### config.mk
export PLATFORM = sky130hd
export DESIGN_NAME = timed_button_tap_sequencer
export DESIGN_NICKNAME = d
export VERILOG_FILES = /design/src/hw/rtl/tbts_pkg.sv /design/src/hw/rtl/tbts_cfg.sv /design/src/hw/rtl/tbts_step.sv /design/src/hw/rtl/timed_button_tap_sequencer.sv
export SDC_FILE = /design/constraint.sdc
export NUM_CORES = 1
export LEC_CHECK = 0
export CORE_MARGIN = 8
export CORE_UTILIZATION = 58
export CTS_CLUSTER_DIAMETER = 80
export CTS_CLUSTER_SIZE = 20
export DETAILED_ROUTE_END_ITERATION = 6
export DONT_BUFFER_PORTS = 1
export GPL_TIMING_DRIVEN = 0
export HOLD_SLACK_MARGIN = 0.06
export PLACE_DENSITY_LB_ADDON = 0.2
export SLEW_MARGIN = 15
export SYNTH_ARGS = -nofsm -noshare
export SYNTH_HDL_FRONTEND = slang
export SYNTH_SLANG_ARGS = --single-unit
### constraint.sdc
create_clock -name clk -period 5.32 [get_ports clk]
set_clock_uncertainty 0.1 [all_clocks]
set_input_delay 0.532 -clock clk [delete_from_list [all_inputs] [get_ports clk]]
set_output_delay 0.532 -clock clk [all_outputs]
set_load 0.005 [all_outputs]
### src/hw/rtl/tbts_pkg.sv
// ============================================================================
// tbts_pkg: shared types and constants of the timed button tap sequencer
// Holds the beat payloads, the register file view, the sequencer state and
// the phase, opcode and register index codes.
// ============================================================================
package tbts_pkg;

    localparam int MAX_TAPS = 255;
    localparam logic [7:0] TAP_LIMIT = 8'((MAX_TAPS > 255) ? 255 : MAX_TAPS);

    localparam logic [63:0] TIME_MAX = {64{1'b1}};

    // Phase codes
    localparam logic [2:0] PH_IDLE    = 3'd0;
    localparam logic [2:0] PH_HOLD    = 3'd1;
    localparam logic [2:0] PH_GAP     = 3'd2;
    localparam logic [2:0] PH_PRESS   = 3'd3;
    localparam logic [2:0] PH_RELEASE = 3'd4;

    // Opcodes
    localparam logic [1:0] OP_POLL   = 2'd0;
    localparam logic [1:0] OP_TAPS   = 2'd1;
    localparam logic [1:0] OP_QUICK  = 2'd2;
    localparam logic [1:0] OP_UNUSED = 2'd3;

    // Register indexes
    localparam logic [2:0] REG_HOLD    = 3'd0;
    localparam logic [2:0] REG_GAP     = 3'd1;
    localparam logic [2:0] REG_PRESS   = 3'd2;
    localparam logic [2:0] REG_RELEASE = 3'd3;
    localparam logic [2:0] REG_MASK    = 3'd4;

    typedef struct packed {
        logic [1:0]  opcode;
        logic [7:0]  tap_req;
        logic [63:0] now_ms;
        logic [15:0] buttons_in;
    } tbts_in_t;

    typedef struct packed {
        logic [15:0] buttons_out;
        logic [2:0]  phase_out;
        logic [7:0]  taps_left;
    } tbts_out_t;

    typedef struct packed {
        logic [11:0] hold_time_ms;
        logic [11:0] gap_time_ms;
        logic [11:0] press_time_ms;
        logic [11:0] release_time_ms;
        logic [15:0] button_mask;
    } tbts_cfg_t;

    typedef struct packed {
        logic [2:0]  phase;
        logic [63:0] deadline;
        logic [7:0]  taps;
    } tbts_state_t;

    // Saturating add of a short duration to a timestamp.
    function automatic logic [63:0] sat_add(input logic [63:0] t, input logic [11:0] d);
        logic [64:0] s;
        s = {1'b0, t} + {53'd0, d};
        return s[64] ? TIME_MAX : s[63:0];
    endfunction

endpackage

### src/hw/rtl/tbts_cfg.sv
// ============================================================================
// tbts_cfg: configuration register file
// Five timing and mask registers written through the configuration channel.
// Writes to an index beyond the list are taken and dropped.
// ============================================================================
module tbts_cfg import tbts_pkg::*;
(
    input  logic        clk,
    input  logic        rst_n,
    input  logic        wr_en,
    input  logic [2:0]  wr_index,
    input  logic [15:0] wr_data,
    output tbts_cfg_t   cfg
);

    tbts_cfg_t cfg_reg;
    tbts_cfg_t cfg_next;

    always_comb
    begin
        cfg_next = cfg_reg;
        if (wr_en)
        begin
            unique case (wr_index)
                REG_HOLD:    cfg_next.hold_time_ms    = wr_data[11:0];
                REG_GAP:     cfg_next.gap_time_ms     = wr_data[11:0];
                REG_PRESS:   cfg_next.press_time_ms   = wr_data[11:0];
                REG_RELEASE: cfg_next.release_time_ms = wr_data[11:0];
                REG_MASK:    cfg_next.button_mask     = wr_data;
                default:     cfg_next = cfg_reg;
            endcase
        end
    end

    always_ff @(posedge clk or negedge rst_n)
    begin
        if (!rst_n)
        begin
            cfg_reg.hold_time_ms    <= 12'd260;
            cfg_reg.gap_time_ms     <= 12'd100;
            cfg_reg.press_time_ms   <= 12'd60;
            cfg_reg.release_time_ms <= 12'd90;
            cfg_reg.button_mask     <= 16'd1;
        end
        else
        begin
            cfg_reg <= cfg_next;
        end
    end

    assign cfg = cfg_reg;

endmodule

### src/hw/rtl/tbts_step.sv
// ============================================================================
// tbts_step: one sequencer step
// Applies any queueing from the beat, then advances the phase once and
// builds the result word. Pure combinational logic between the input
// register and the state and result registers.
// ============================================================================
module tbts_step import tbts_pkg::*;
(
    input  tbts_in_t    item,
    input  tbts_state_t state,
    input  tbts_cfg_t   cfg,
    output tbts_state_t state_next,
    output tbts_out_t   result
);

    logic [7:0]  count;
    logic [11:0] q_dur;
    logic        queued;
    tbts_state_t eff;
    logic        reached;
    logic [11:0] step_dur;
    logic [63:0] step_dl;
    logic        drive;
    logic        now_max;

    always_comb
    begin
        count   = (item.tap_req > TAP_LIMIT) ? TAP_LIMIT : item.tap_req;
        now_max = (item.now_ms == TIME_MAX);
        queued  = 1'b0;
        q_dur   = cfg.press_time_ms;
        eff     = state;

        unique case (item.opcode)
            OP_TAPS:
            begin
                if (count == 8'd0)
                begin
                    eff.phase    = PH_IDLE;
                    eff.deadline = 64'd0;
                    eff.taps     = 8'd0;
                end
                else
                begin
                    queued       = 1'b1;
                    q_dur        = cfg.press_time_ms;
                    eff.phase    = PH_PRESS;
                    eff.deadline = sat_add(item.now_ms, cfg.press_time_ms);
                    eff.taps     = count;
                end
            end
            OP_QUICK:
            begin
                queued       = 1'b1;
                q_dur        = cfg.hold_time_ms;
                eff.phase    = PH_HOLD;
                eff.deadline = sat_add(item.now_ms, cfg.hold_time_ms);
                eff.taps     = count;
            end
            OP_POLL, OP_UNUSED: eff = state;
            default:            eff = state;
        endcase

        // A freshly queued deadline is reached at once only when its
        // duration is zero or the add saturated at the current time.
        if (queued)
            reached = (q_dur == 12'd0) || now_max;
        else
            reached = (item.now_ms >= state.deadline);

        unique case (eff.phase)
            PH_HOLD:            step_dur = cfg.gap_time_ms;
            PH_GAP, PH_RELEASE: step_dur = cfg.press_time_ms;
            PH_PRESS:           step_dur = cfg.release_time_ms;
            default:            step_dur = 12'd0;
        endcase
        step_dl = sat_add(item.now_ms, step_dur);

        drive      = 1'b0;
        state_next = eff;
        unique case (eff.phase)
            PH_HOLD:
            begin
                if (!reached)
                    drive = 1'b1;
                else
                begin
                    state_next.phase    = PH_GAP;
                    state_next.deadline = step_dl;
                end
            end
            PH_GAP, PH_RELEASE:
            begin
                if (reached)
                begin
                    if (eff.taps == 8'd0)
                    begin
                        state_next.phase    = PH_IDLE;
                        state_next.deadline = 64'd0;
                    end
                    else
                    begin
                        state_next.phase    = PH_PRESS;
                        state_next.deadline = step_dl;
                        drive               = 1'b1;
                    end
                end
            end
            PH_PRESS:
            begin
                if (eff.taps == 8'd0)
                begin
                    state_next.phase    = PH_IDLE;
                    state_next.deadline = 64'd0;
                end
                else
                begin
                    drive = 1'b1;
                    if (reached)
                    begin
                        state_next.taps     = eff.taps - 8'd1;
                        state_next.phase    = PH_RELEASE;
                        state_next.deadline = step_dl;
                    end
                end
            end
            default: state_next.phase = PH_IDLE;
        endcase

        result.buttons_out = (item.buttons_in & ~cfg.button_mask)
                           | (drive ? cfg.button_mask : 16'd0);
        result.phase_out   = state_next.phase;
        result.taps_left   = state_next.taps;
    end

endmodule

### src/hw/rtl/timed_button_tap_sequencer.sv
// ============================================================================
// timed_button_tap_sequencer: timed button tap injector
// Replaces the owned bits of a polled button word with synthetic hold and
// tap trains, one poll per beat.
// ============================================================================
//
//  channel | signals                        | direction
//  --------+--------------------------------+----------
//  in      | in_valid, in_ready, in_data    | sink
//  out     | out_valid, out_ready, out_data | source
//  cfg     | cfg_valid, cfg_ready,          | sink
//          | cfg_index, cfg_data            |
//
// A beat is registered on entry in item_reg, stepped against the sequencer
// state, and the result lands in the output register, one beat per cycle
// sustained while the output is not held. The state update is a compare and
// saturating adds on the timestamp.
// Reset clears the state to idle and loads the register defaults.
// A held output stalls the input register, and in_ready falls with it.
// The configuration channel is always ready.
module timed_button_tap_sequencer import tbts_pkg::*;
(
    input  logic        clk,
    input  logic        rst_n,
    input  logic        in_valid,
    output logic        in_ready,
    input  tbts_in_t    in_data,
    output logic        out_valid,
    input  logic        out_ready,
    output tbts_out_t   out_data,
    input  logic        cfg_valid,
    output logic        cfg_ready,
    input  logic [2:0]  cfg_index,
    input  logic [15:0] cfg_data
);

    tbts_cfg_t   cfg;
    tbts_in_t    item_reg;
    logic        item_valid_reg;
    tbts_state_t state_reg;
    tbts_state_t state_next;
    tbts_out_t   result;
    tbts_out_t   out_reg;
    logic        out_valid_reg;
    logic        advance;

    assign cfg_ready = 1'b1;

    tbts_cfg u_cfg
    (
        .clk      (clk),
        .rst_n    (rst_n),
        .wr_en    (cfg_valid),
        .wr_index (cfg_index),
        .wr_data  (cfg_data),
        .cfg      (cfg)
    );

    tbts_step u_step
    (
        .item       (item_reg),
        .state      (state_reg),
        .cfg        (cfg),
        .state_next (state_next),
        .result     (result)
    );

    assign advance  = item_valid_reg && (!out_valid_reg || out_ready);
    assign in_ready = !item_valid_reg || advance;

    always_ff @(posedge clk)
    begin
        if (in_valid && in_ready)
            item_reg <= in_data;
        if (advance)
            out_reg <= result;
    end

    always_ff @(posedge clk or negedge rst_n)
    begin
        if (!rst_n)
        begin
            item_valid_reg <= 1'b0;
            out_valid_reg  <= 1'b0;
            state_reg      <= '{phase: PH_IDLE, deadline: 64'd0, taps: 8'd0};
        end
        else
        begin
            if (in_ready)
                item_valid_reg <= in_valid;
            if (advance)
            begin
                out_valid_reg <= 1'b1;
                state_reg     <= state_next;
            end
            else if (out_ready)
            begin
                out_valid_reg <= 1'b0;
            end
        end
    end

    assign out_valid = out_valid_reg;
    assign out_data  = out_reg;

`ifndef SYNTHESIS
    a_phase_range: assert property (@(posedge clk) disable iff (!rst_n)
        state_reg.phase <= PH_RELEASE)
        else $error("sequencer phase out of range");

    a_idle_deadline: assert property (@(posedge clk) disable iff (!rst_n)
        state_reg.phase == PH_IDLE |-> state_reg.deadline == 64'd0)
        else $error("idle phase with a pending deadline");

    a_press_taps: assert property (@(posedge clk) disable iff (!rst_n)
        state_reg.phase == PH_PRESS |-> state_reg.taps != 8'd0)
        else $error("press phase with no taps left");

    a_advance_out: assert property (@(posedge clk) disable iff (!rst_n)
        advance |=> out_valid_reg && out_reg.phase_out == state_reg.phase)
        else $error("stepped beat did not reach the output register");
`endif

endmodule
* Word-level counts from Yosys, hierarchy flattened
Cells that the tools add are included.
Operators by class: multiplexer cells 27, add/subtract/negate cells 4, bitwise gates (word level) 3, equality and inequality tests 12, reduce and logical (&&, ||, !) cells 20, $lt $le $gt $ge 2
Operator list (number):
- case mux 75 bit (3 select lines) | 1
- two-way mux 67 bit | 3
- adder 64 x 12 -> 65 bit | 3
- two-way mux 64 bit | 3
- case mux 64 bit (3 select lines) | 1
- two-way mux 75 bit | 1
- two-way mux 74 bit | 1
- two-way mux 66 bit | 1
- == test 64 bit, second input constant | 1
- greater-or-equal comparator 64 bit | 1
- case mux 12 bit (3 select lines) | 1
- two-way mux 8 bit | 3
- AND 16 bit | 1
- logical NOT 8 bit | 2
- two-way mux 16 bit | 1
- NOT 16 bit | 1
- bitwise OR 16 bit | 1
- == test 3 x 2 -> 1 bit, second input constant | 4
- logical NOT 12 bit | 1
- two-way mux 12 bit | 1
- AND reduction 2 bit | 5
- case mux 3 bit (3 select lines) | 1
- > comparator 8 bit, second input constant | 1
- subtractor 8 x 1 -> 8 bit, second input constant | 1
- 14 further kinds | 28
Word-level totals: register bits 258, word-level logic and storage cells 85, output and inout bits 30, input port bits 114

* Logic depth before layout (Yosys ltp)
word-level depth 13, gate-level depth with buffers 25, depth with buffers taken out 20

* By module
From an unflattened synthesis, not the netlist that was laid out.
Second synthesis, totals: cell total of the unflattened synthesis 1933, area, all modules 18906.9 sq um
By module, submodules not included:
- tbts_step | seq. area each 0.0 sq um, times used 1, cells each 1508, area an instance 9873.2 sq um
- timed_button_tap_sequencer | seq. area each 5440.2 sq um, times used 1, cells each 286, area an instance 6563.8 sq um
- tbts_cfg | seq. area each 1619.1 sq um, times used 1, cells each 139, area an instance 2469.9 sq um

* Worst setup path before layout
Ideal clock, no wire load.
kind reg-to-reg, from reg item_reg[82] (netlist name), to reg state_reg[66] (netlist name), slack 0.281 ns, buffers on the path 4, data required time 5.098 ns, arrival 4.817 ns, setup time 0.122 ns, period minus slack after synthesis 5.039 ns, stages on the path, launching flop included 20, path through edfxtp_1 -> or4_1 -> o21ai_0 -> buf_2 -> a21oi_1 -> clkbuf_1 -> a222oi_1 -> inv_1 -> ha_1 -> fa_1 -> a211oi_1 -> nor2_1 -> o311ai_0 -> a311oi_1 -> a211oi_1 -> and2_1 -> buf_2 -> buf_2 -> nand3_1 -> a32o_1
Between the ends: longest elaborated chain between the ends 13, elaborated cells between the ends (all ways) 23, those cells by class add/sub (1); order compare (1); eq/ne (4); mux (14); reduce/logical (3)
Ends and longest elaborated chain:
- from (decl) | RTL line timed_button_tap_sequencer.sv:38 | tbts_in_t item_reg;
- from (signal assigned) | RTL line timed_button_tap_sequencer.sv:74 | item_reg <= in_data;
- > comparator 8 bit | RTL line tbts_step.sv:28 | count = (item.tap_req > TAP_LIMIT) ? TAP_LIMIT : item.tap_req;
- two-way mux 8 bit * | RTL line tbts_step.sv:28
- logical NOT 8 bit | RTL line tbts_step.sv:37 | if (count == 8'd0)
- two-way mux 74 bit | RTL line tbts_step.sv:37
- case mux 75 bit (3 select lines) | RTL line tbts_step.sv:34 | unique case (item.opcode)
- == test 3 x 2 -> 1 bit or == test 3 bit (tied branches) | RTL line tbts_step.sv:71, tbts_step.sv:81
- OR reduction 2 bit | RTL line tbts_step.sv:71, tbts_step.sv:81
- case mux 12 bit (3 select lines) | RTL line tbts_step.sv:71 | unique case (eff.phase)
- adder 64 x 12 -> 65 bit | RTL line tbts_pkg.sv:63 | s = {1'b0, t} + {53'd0, d};
- two-way mux 64 bit | RTL line tbts_pkg.sv:64 | return s[64] ? TIME_MAX : s[63:0];
- two-way mux 75 bit or two-way mux 66 bit (tied branches) | RTL line tbts_step.sv:119, tbts_step.sv:96
- two-way mux 67 bit, on equally long branches | RTL line tbts_step.sv:111, tbts_step.sv:94
- case mux 64 bit (3 select lines) * | RTL line tbts_step.sv:81 | unique case (eff.phase)
- to (signal assigned) | RTL line timed_button_tap_sequencer.sv:85 | state_reg <= '{phase: PH_IDLE, deadline: 64'd0, taps: 8'd0};
- to (signal assigned) | RTL line timed_button_tap_sequencer.sv:94 | state_reg <= state_next;
- to (decl) | RTL line timed_button_tap_sequencer.sv:40 | tbts_state_t state_reg;
Mark *: on every way between the ends. The rest lies on a longest branch, timed or not. A chain may end at the register's enable or synchronous reset.

* Final worst setup path
from reg item_reg[17] (netlist name), to reg state_reg[58] (netlist name)
Between the ends: longest elaborated chain between the ends 7, elaborated cells between the ends (all ways) 18, those cells by class add/sub (3); order compare (1); eq/ne (1); mux (12); reduce/logical (1)
Ends and longest elaborated chain:
- adder 64 x 12 -> 65 bit | RTL line tbts_pkg.sv:63
- two-way mux 64 bit | RTL line tbts_pkg.sv:64
- two-way mux 74 bit | RTL line tbts_step.sv:37
- case mux 75 bit (3 select lines) | RTL line tbts_step.sv:34
- two-way mux 75 bit | RTL line tbts_step.sv:119 | if (reached)
- two-way mux 67 bit | RTL line tbts_step.sv:111 | if (eff.taps == 8'd0)
- case mux 64 bit (3 select lines) * | RTL line tbts_step.sv:81
Marked as above.

==> run metrics <==
run status=finished, violations left; failing checks=design-rule violations, negative setup slack; average size of a mapped cell=9.312 µm²; final worst path period need=5.390 ns; R2R Path End=state_reg[58]; H-Tree Depth=1; Vias=17963; most frequent cell after synthesis=nand2_1; Worst EP required=5.62 ns; Vias/cell=7.237; largest net degree at the start of global routing=142; Hold Path Cell Cnt=2; Max Cap Viol=0; Max FO, Critical Path=10; Worst-path clk slew=0.10 ns; Worst Setup Slack, final=-0.06966 ns; Synth Flop Type=dfrtp_1; vias in the first global route=17486; hold_ws=0.07969 ns; Syn Nets=2147; Post-synth EDFFs=117; DRT antenna net count=0; Hold Path Origin=out_ready; # port buffers=0; floorplan core area=0.03051 mm²; YS warnings=0; largest family of logic cells by synthesized area=compound AO/OA/AOI/OAI gates; Iteration-0 DRC Markers=2667; Final period util=101.3%; Setup-failing EPs final=2; grt total ovfl=0; layout cell share with drive strength beyond 1=11.67%; post-synthesis mux area share=4.702%; Peak VDD IR=0.3849 mV; Post-Synth Simple-Gate Area=16.14%; Critical Path AT=5.69 ns; Worst-Margin Slew=1.337 ns; Pwr Density=398.6 mW/mm²; post-synth top area share=19.59%; initial antenna violation count=4; DRT Pass-1 Iters=7; clock tree buffer depth=3; post-synthesis sequential area ratio=39.36%; f_max=185.5 MHz; Adder-Cell Fraction of Synth Area=7.590%; Total GRT Usage=39.73%; DP HPWL=52.00 mm; top cells by count, synth=nand2_1 (161), a21oi_1 (157), dfrtp_1 (127); R2R setup slack=-0.07 ns; CP Class=reg -> reg; Root Driver=clkbuf_16; r2r worst-path depth=11; Final #Nets=2290; Area contributors post-synth=edfxtp_1 (20%), dfrtp_1 (18%), ha_1 (7.3%), mux2_2 (4.4%), a21oi_1 (4.4%); # DRC=3; register bit total from synthesis=258; cts bufs inserted=20; Leakage=7.860 nW; Setup crit start kind=flip-flop; Hold WC Path Type=in -> reg; synthesized area=0.01793 mm²; chip height=191.8 µm; worst r2r src=item_reg[17]; Post-synth ARST share=54.65%; die span in x=191.8 µm; Hold Path End=out_valid; first-pass GRT wire length=109.8 mm; Clock Sinks=258; TritonCTS clock tree=built; Slew Limit Fails=0; Area Growth Syn to Fin=14.84%; Worst Setup End Kind=flip-flop; Hold Fails Final Rpt=0; Largest register FFs=90; dominant cell type by area after synthesis=edfxtp_1; standard-cell rows=64; Max-slew headroom=10.88%; post-DR wirelength/cell=30.27 µm; WL final=75.12 mm; Synth Area in Compound Gates=20.99%; Cell Area, Placed=0.01853 mm²; die area=0.03680 mm²; Synth Area in XOR/XNOR=5.958%; synth unique cells=89; Initial Util=58.78%; post-route cell area=0.02060 mm²; Final Wtd Congestion=1.015; Mapped Cells=1926; later-pin clock latency in the skew report=0.56 ns; Ports=144
==> layer usage <==
| metal | up-vias | global-route usage, % | part of all wire (%) |
|---|---|---|---|
| li1 | 7522 | - | - |
| met5 | - | 0.6859 | 0 |
| met3 | 325 | 12.38 | 14 |
| met4 | 0 | 21.88 | 6.2 |
| met1 | 8659 | 51.51 | 38 |
| met2 | 1457 | 58.32 | 42 |
==> report_power, final <==
part / switching, mW / leakage (nW) / total (mW) / internal (mW)
Clock: 0.839 / 0.315 / 1.61 / 0.775
Sequential: 0.389 / 2.83 / 2.98 / 2.59
Combinational: 2.31 / 4.71 / 3.62 / 1.31
==> cell usage in the layout (no fill, tap or decap), types with 29 or more instances in the layout <==
master,netlist,routed
edfxtp_1,117,117
nand4_1,40,40
nand2_1,161,160
dlygate4sd3_1,0,108
xor2_1,47,47
dfrtp_1,127,127
nor3_1,48,45
ha_1,104,101
a311oi_1,31,30
xnor2_1,75,75
a21oi_1,157,155
clkbuf_1,79,74
o22ai_1,36,36
mux2_2,70,70
nand3_1,58,58
buf_2,35,29
nor2_1,107,106
inv_1,107,107
a2111oi_0,31,30
o21ai_0,119,116
==> cells by family after synthesis <==
group,after synthesis
compound gates,565
simple gates,565
flops,258
buf+inv,233
xor+xnor,122
fa+ha+maj,107
mux,75
other cells,1
==> metrics by stage <==
step	setup TNS (ns)	instances	utilization (%)	setup WS, ns	total power [mW]
after detailed placement	-79.46	2326	60.73	-1.534	6.206
after global routing	-0.3335	2480	67.49	-0.06015	8.533
after global placement	-102.56	2322	60.41	-2.019	6.064
after floorplan	0	1926	-	0.2810	5.052
after CTS	0	2471	66.99	0.008821	7.946
final	-0.07187	2482	67.51	-0.06966	8.210
==> cell type report <==
type	instances	area, µm²
well taps	396	495.5
fillers	2356	9913
clock buffers	27	558.0
diodes	3	7.507
multi-input cells	1435	10110
clock inverters	9	97.59
repair buffers	123	1262
inverters	107	401.6
flip-flops and latches	258	7059
plain buffers	124	603.1
==> how the worst max path moves through the flow <==
stage	from	end	slack [ns]	depth (start not counted)
3_5_place_dp	item_reg[82]	state_reg[54]	-1.53	19
3_3_place_gp	item_reg[82]	state_reg[54]	-2.02	19
5_1_grt	item_reg[84]	state_reg[60]	-0.06	20
4_1_cts	item_reg[80]	state_reg[37]	0.009	20
6_report	item_reg[17]	state_reg[58]	-0.07	11
2_1_floorplan	item_reg[82]	state_reg[66]	0.28	19
==> critical path: stages (launching register included) <==
cell	delay, ns
edfxtp_1	0.61
inv_1	0.17
fa_1	0.47
nor2b_1	0.17
o31a_1	0.22
o21ai_0	0.20
a31oi_1	0.95
nor2b_1	0.61
clkbuf_1	0.85
a311oi_1	0.24
a2111oi_0	0.53
a21oi_1	0.09
==> what timing repair did <==
| action | 4_1_cts | 5_1_grt |
|---|---|---|
| setup buffers | 1 | 9 |
| hold buffers | 109 | 0 |
| pin swaps | 2 | 7 |
| endpoints found under the setup margin | 64 | 62 |
| resized for setup | 46 | 21 |
| endpoints found under the hold margin | 296 | 0 |
(Power assumes the default switching activity.)
